## src/hw/rtl/bhfs_ram.sv

```systemverilog
// Generic single-port-write, single-port-read RAM with registered read data.
module bhfs_ram #(
   parameter int WIDTH = 8,
   parameter int DEPTH = 256,
   localparam int AddrW = $clog2(DEPTH)
) (
   input  logic             clock,
   input  logic             wr_en,
   input  logic [AddrW-1:0] wr_addr,
   input  logic [WIDTH-1:0] wr_data,
   input  logic             rd_en,
   input  logic [AddrW-1:0] rd_addr,
   output logic [WIDTH-1:0] rd_data
);

   logic [WIDTH-1:0] mem [DEPTH];

   always_ff @(posedge clock) begin
      if (wr_en) begin
         mem[wr_addr] <= wr_data;
      end
      if (rd_en) begin
         rd_data <= mem[rd_addr];
      end
   end

endmodule

```

## config.mk

```make
export PLATFORM = sky130hd
export DESIGN_NAME = bhfs_ram
export DESIGN_NICKNAME = d
export VERILOG_FILES = /design/src/hw/rtl/bhfs_ram.sv
export SDC_FILE = /design/constraint.sdc
export NUM_CORES = 2
export LEC_CHECK = 0
export ABC_AREA = 1
export BUFFER_PORTS_ARGS = -buffer_cell sky130_fd_sc_hd__buf_2
export CORE_UTILIZATION = 34
export DETAILED_ROUTE_END_ITERATION = 10
export MAX_ROUTING_LAYER = met4
export PLACE_DENSITY = 0.49
export SETUP_SLACK_MARGIN = 0.15
export SKIP_LAST_GASP = 1
export SYNTH_ARGS = -nofsm -noshare
export SYNTH_HDL_FRONTEND = slang
export SYNTH_SLANG_ARGS = --single-unit
```

## constraint.sdc

```tcl
create_clock -name clock -period 3.3 [get_ports clock]
set_input_delay 0.825 -clock clock [delete_from_list [all_inputs] [get_ports clock]]
set_output_delay 0.825 -clock clock [all_outputs]
set_load 0.01 [all_outputs]
```

==> impl_metrics.yaml <==
cells_and_area:
  areaGrowthSynthToFinish_pct: 17.7
  layout_common_cells: "nand2_1 (2114), edfxtp_1 (2056), nand3_1 (2019), buf_4 (507), nor2_1 (283)"
  final_common_cell: "nand2_1"
  fill_cells: 23100
  drive_gt1_share_pct: 12.7
  nNetsFinal: 7418
critical_path:
  slowest_delay_ns: 0.26
  r2r_start: "mem[165][4]$_DFFE_PP_"
  r2r_setup_slack_ns: 1.07
  cp.arrival_ns: 3.26
  cp_common_cell: "nand3_1"
  cp.required_ns: 3.90
  end_kind: "register"
  r2r-end: "rd_data[4]$_DFFE_PP_"
  cp_cell_sequence: "buf_8 > buf_12 > buf_12 > buf_12 > nand3_1 > nand3_1 > nand3_1 > nand3_1 > nand3_1 > nand3_1 > nand2_1 > nand2_1 > nand2_1"
  cp-start-kind: "input pin"
  criticalPathCategory: "in2reg"
  cp_slowest_cell: "nand3_1"
  ff2ff_path_depth: 10
  cp_max_fo: 38
global_routing:
  track_usage_pct: 21.6
  grt_max_degree: 86
  grt.overflow.total: 0
  grt_pass1_vias: 54300
  antenna_found_initial: 11
  grt_pass1_wl_um: 384000
run_status:
  status: "complete, no violations"
sta:
  whs_ns: 0.369
  drv_slew: 0
  rsz0062_at_grt: "false"
  max_freq_mhz: 376
  worstMarginPinSlew_ns: 0.898
  layout_min_cycle_time_ns: 2.66
  setup_viol: 0
  slew_headroom_pct: 40.2
  fin_skew_ns: 0.0610
  fin_crit_sh_pct: 80.5
  hold_viol: 0
routing:
  first_pass_iters: 6
  wl_um: 262000
  drc: 0
  wl_per_cell_um: 24.3
  vias: 56000
  antenna_left: 0
  avgViaCountPerCell: 5.20
  drt-initial-drc-count: 5779
clocking:
  cts_tree: "yes"
  cts_max_level: 4
  cts.root.buffer_cell: "clkbuf_16"
  clockBufferDepth: 3
  ctsHoldBuffers: 0
  cts_buffers: 215
  cts_resized: 0
  path_clk_slew_ns: 0.06
  clock_latency_ns: 0.87
  postCtsSetupBuffers: 0
  cts.sinks: 2056
floorplan:
  die_area_um2: 248000
  num_rows: 181
  core_area_um2: 244000
  io_pins: 35
  start_util_pct: 34.3
  dieHeight_um: 498
  dieWidth_um: 498
synth:
  synth_area_per_cell_um2: 11.9
  yosys_warnings: 0
  synthesis.nets: 7030
  ys_ff_latch: 2056
  syn_area_um2: 83500
  syn_inst: 7003
  ys_seq_area_share_pct: 74.0
  yosysUniqueCellTypes: 13
worst_hold_path:
  holdPathEnd: "mem[99][0]$_DFFE_PP_"
  holdPathStages: 1
  min_from: "wr_data[0]"
  hold_path.class: "in2reg"
placed_design:
  place.gp.congestion: 0.872
  dp_hpwl_um: 162000
  port_buffers: 34
power_and_ir_drop:
  finalPower_uw: 56200
  powerDensity_nw_per_um2: 572
  vdd_drop_max_uv: 399
  leakage_uw: 0.0347
job:
  drv_cap: 0
[flip-flops by register name, indices dropped and copies added, names as in the netlist]
register,cells
rd_data,8
mem,2048
[worst max path at each step]
| stage | startpoint | endpoint | slack, ns | cells past startpoint |
|---|---|---|---|---|
| finish | rd_addr[1] | rd_data[1]$_DFFE_PP_ | 0.64 | 13 |
| detailed placement | rd_addr[0] | rd_data[3]$_DFFE_PP_ | -0.22 | 14 |
| floorplan | wr_en | mem[162][0]$_DFFE_PP_ | 0.98 | 4 |
| global placement | rd_addr[0] | rd_data[3]$_DFFE_PP_ | -0.24 | 14 |
| CTS | rd_data[7]$_DFFE_PP_ | rd_data[7] | 0.73 | 1 |
| global route | rd_addr[0] | rd_data[6]$_DFFE_PP_ | 0.62 | 14 |
[metrics by stage]
stage / instance area [um^2] / TNS [ns] / setup slack [ns] / utilization, % / instances
6_report: 98200 / 0 / 0.643 / 40.3 / 10800
5_1_grt: 98200 / 0 / 0.615 / 40.3 / 10800
4_1_cts: 98200 / 0 / 0.726 / 40.3 / 10800
3_5_place_dp: 91500 / -1.08 / -0.218 / 37.5 / 10400
3_3_place_gp: 91500 / -1.13 / -0.236 / 37.5 / 10400
2_1_floorplan: 83500 / 0 / 0.984 / - / 7003
[area by class of cell]
type	count	area [um^2]	share of cell area, %
well taps	3202	4010	4.08
diodes	3	7.51	0.00764
repair buffers	654	6370	6.48
clock inverters	122	1060	1.08
multi-input cells	4425	19200	19.5
clock buffers	275	5710	5.81
flip-flops and latches	2056	61700	62.8
inverters	39	180	0.183
[Yosys cell counts, drive strengths merged]
library cell / count / share of area, %
inv: 39 / 0.18
buf: 371 / 2.4
nand3: 2019 / 12
edfxtp: 2056 / 74
nor2: 283 / 1.3
nand2: 2123 / 9.5
clkbuf: 112 / 0.50
[kinds of logic (layout without fill, tap and decap cells)]
kind of cell / after synthesis / after routing / synth area share [%]
buffers and inverters: 522 / 1090 / 3.12
DFF: 2056 / 2056 / 74.0
other: 0 / 3 / 0
and+or+nand+nor: 4425 / 4425 / 22.9
[metal layers]
layer / vias to the layer above / wire, um / GRT usage, %
met4: 0 / 8220 / 6.99
li1: 25700 / - / -
met3: 397 / 15500 / 2.65
met1: 28100 / 115000 / 29.3
met5: - / 0 / -
met2: 1808 / 123000 / 33.6
[report_power, final]
| group | internal (uW) | total [uW] | switching (uW) |
|---|---|---|---|
| Clock | 13300 | 23600 | 10300 |
| Sequential | 28800 | 28800 | 31.2 |
| Combinational | 1050 | 3790 | 2740 |
| Total | 43100 | 56200 | 13000 |
[worst max-delay path, delay by kind of cell]
kind | cells | cell delay [ns]
buffers and inverters | 4 | 0.91
AND/OR/NAND/NOR | 9 | 1.42
No activity file was read; power rests on OpenSTA's default activity.
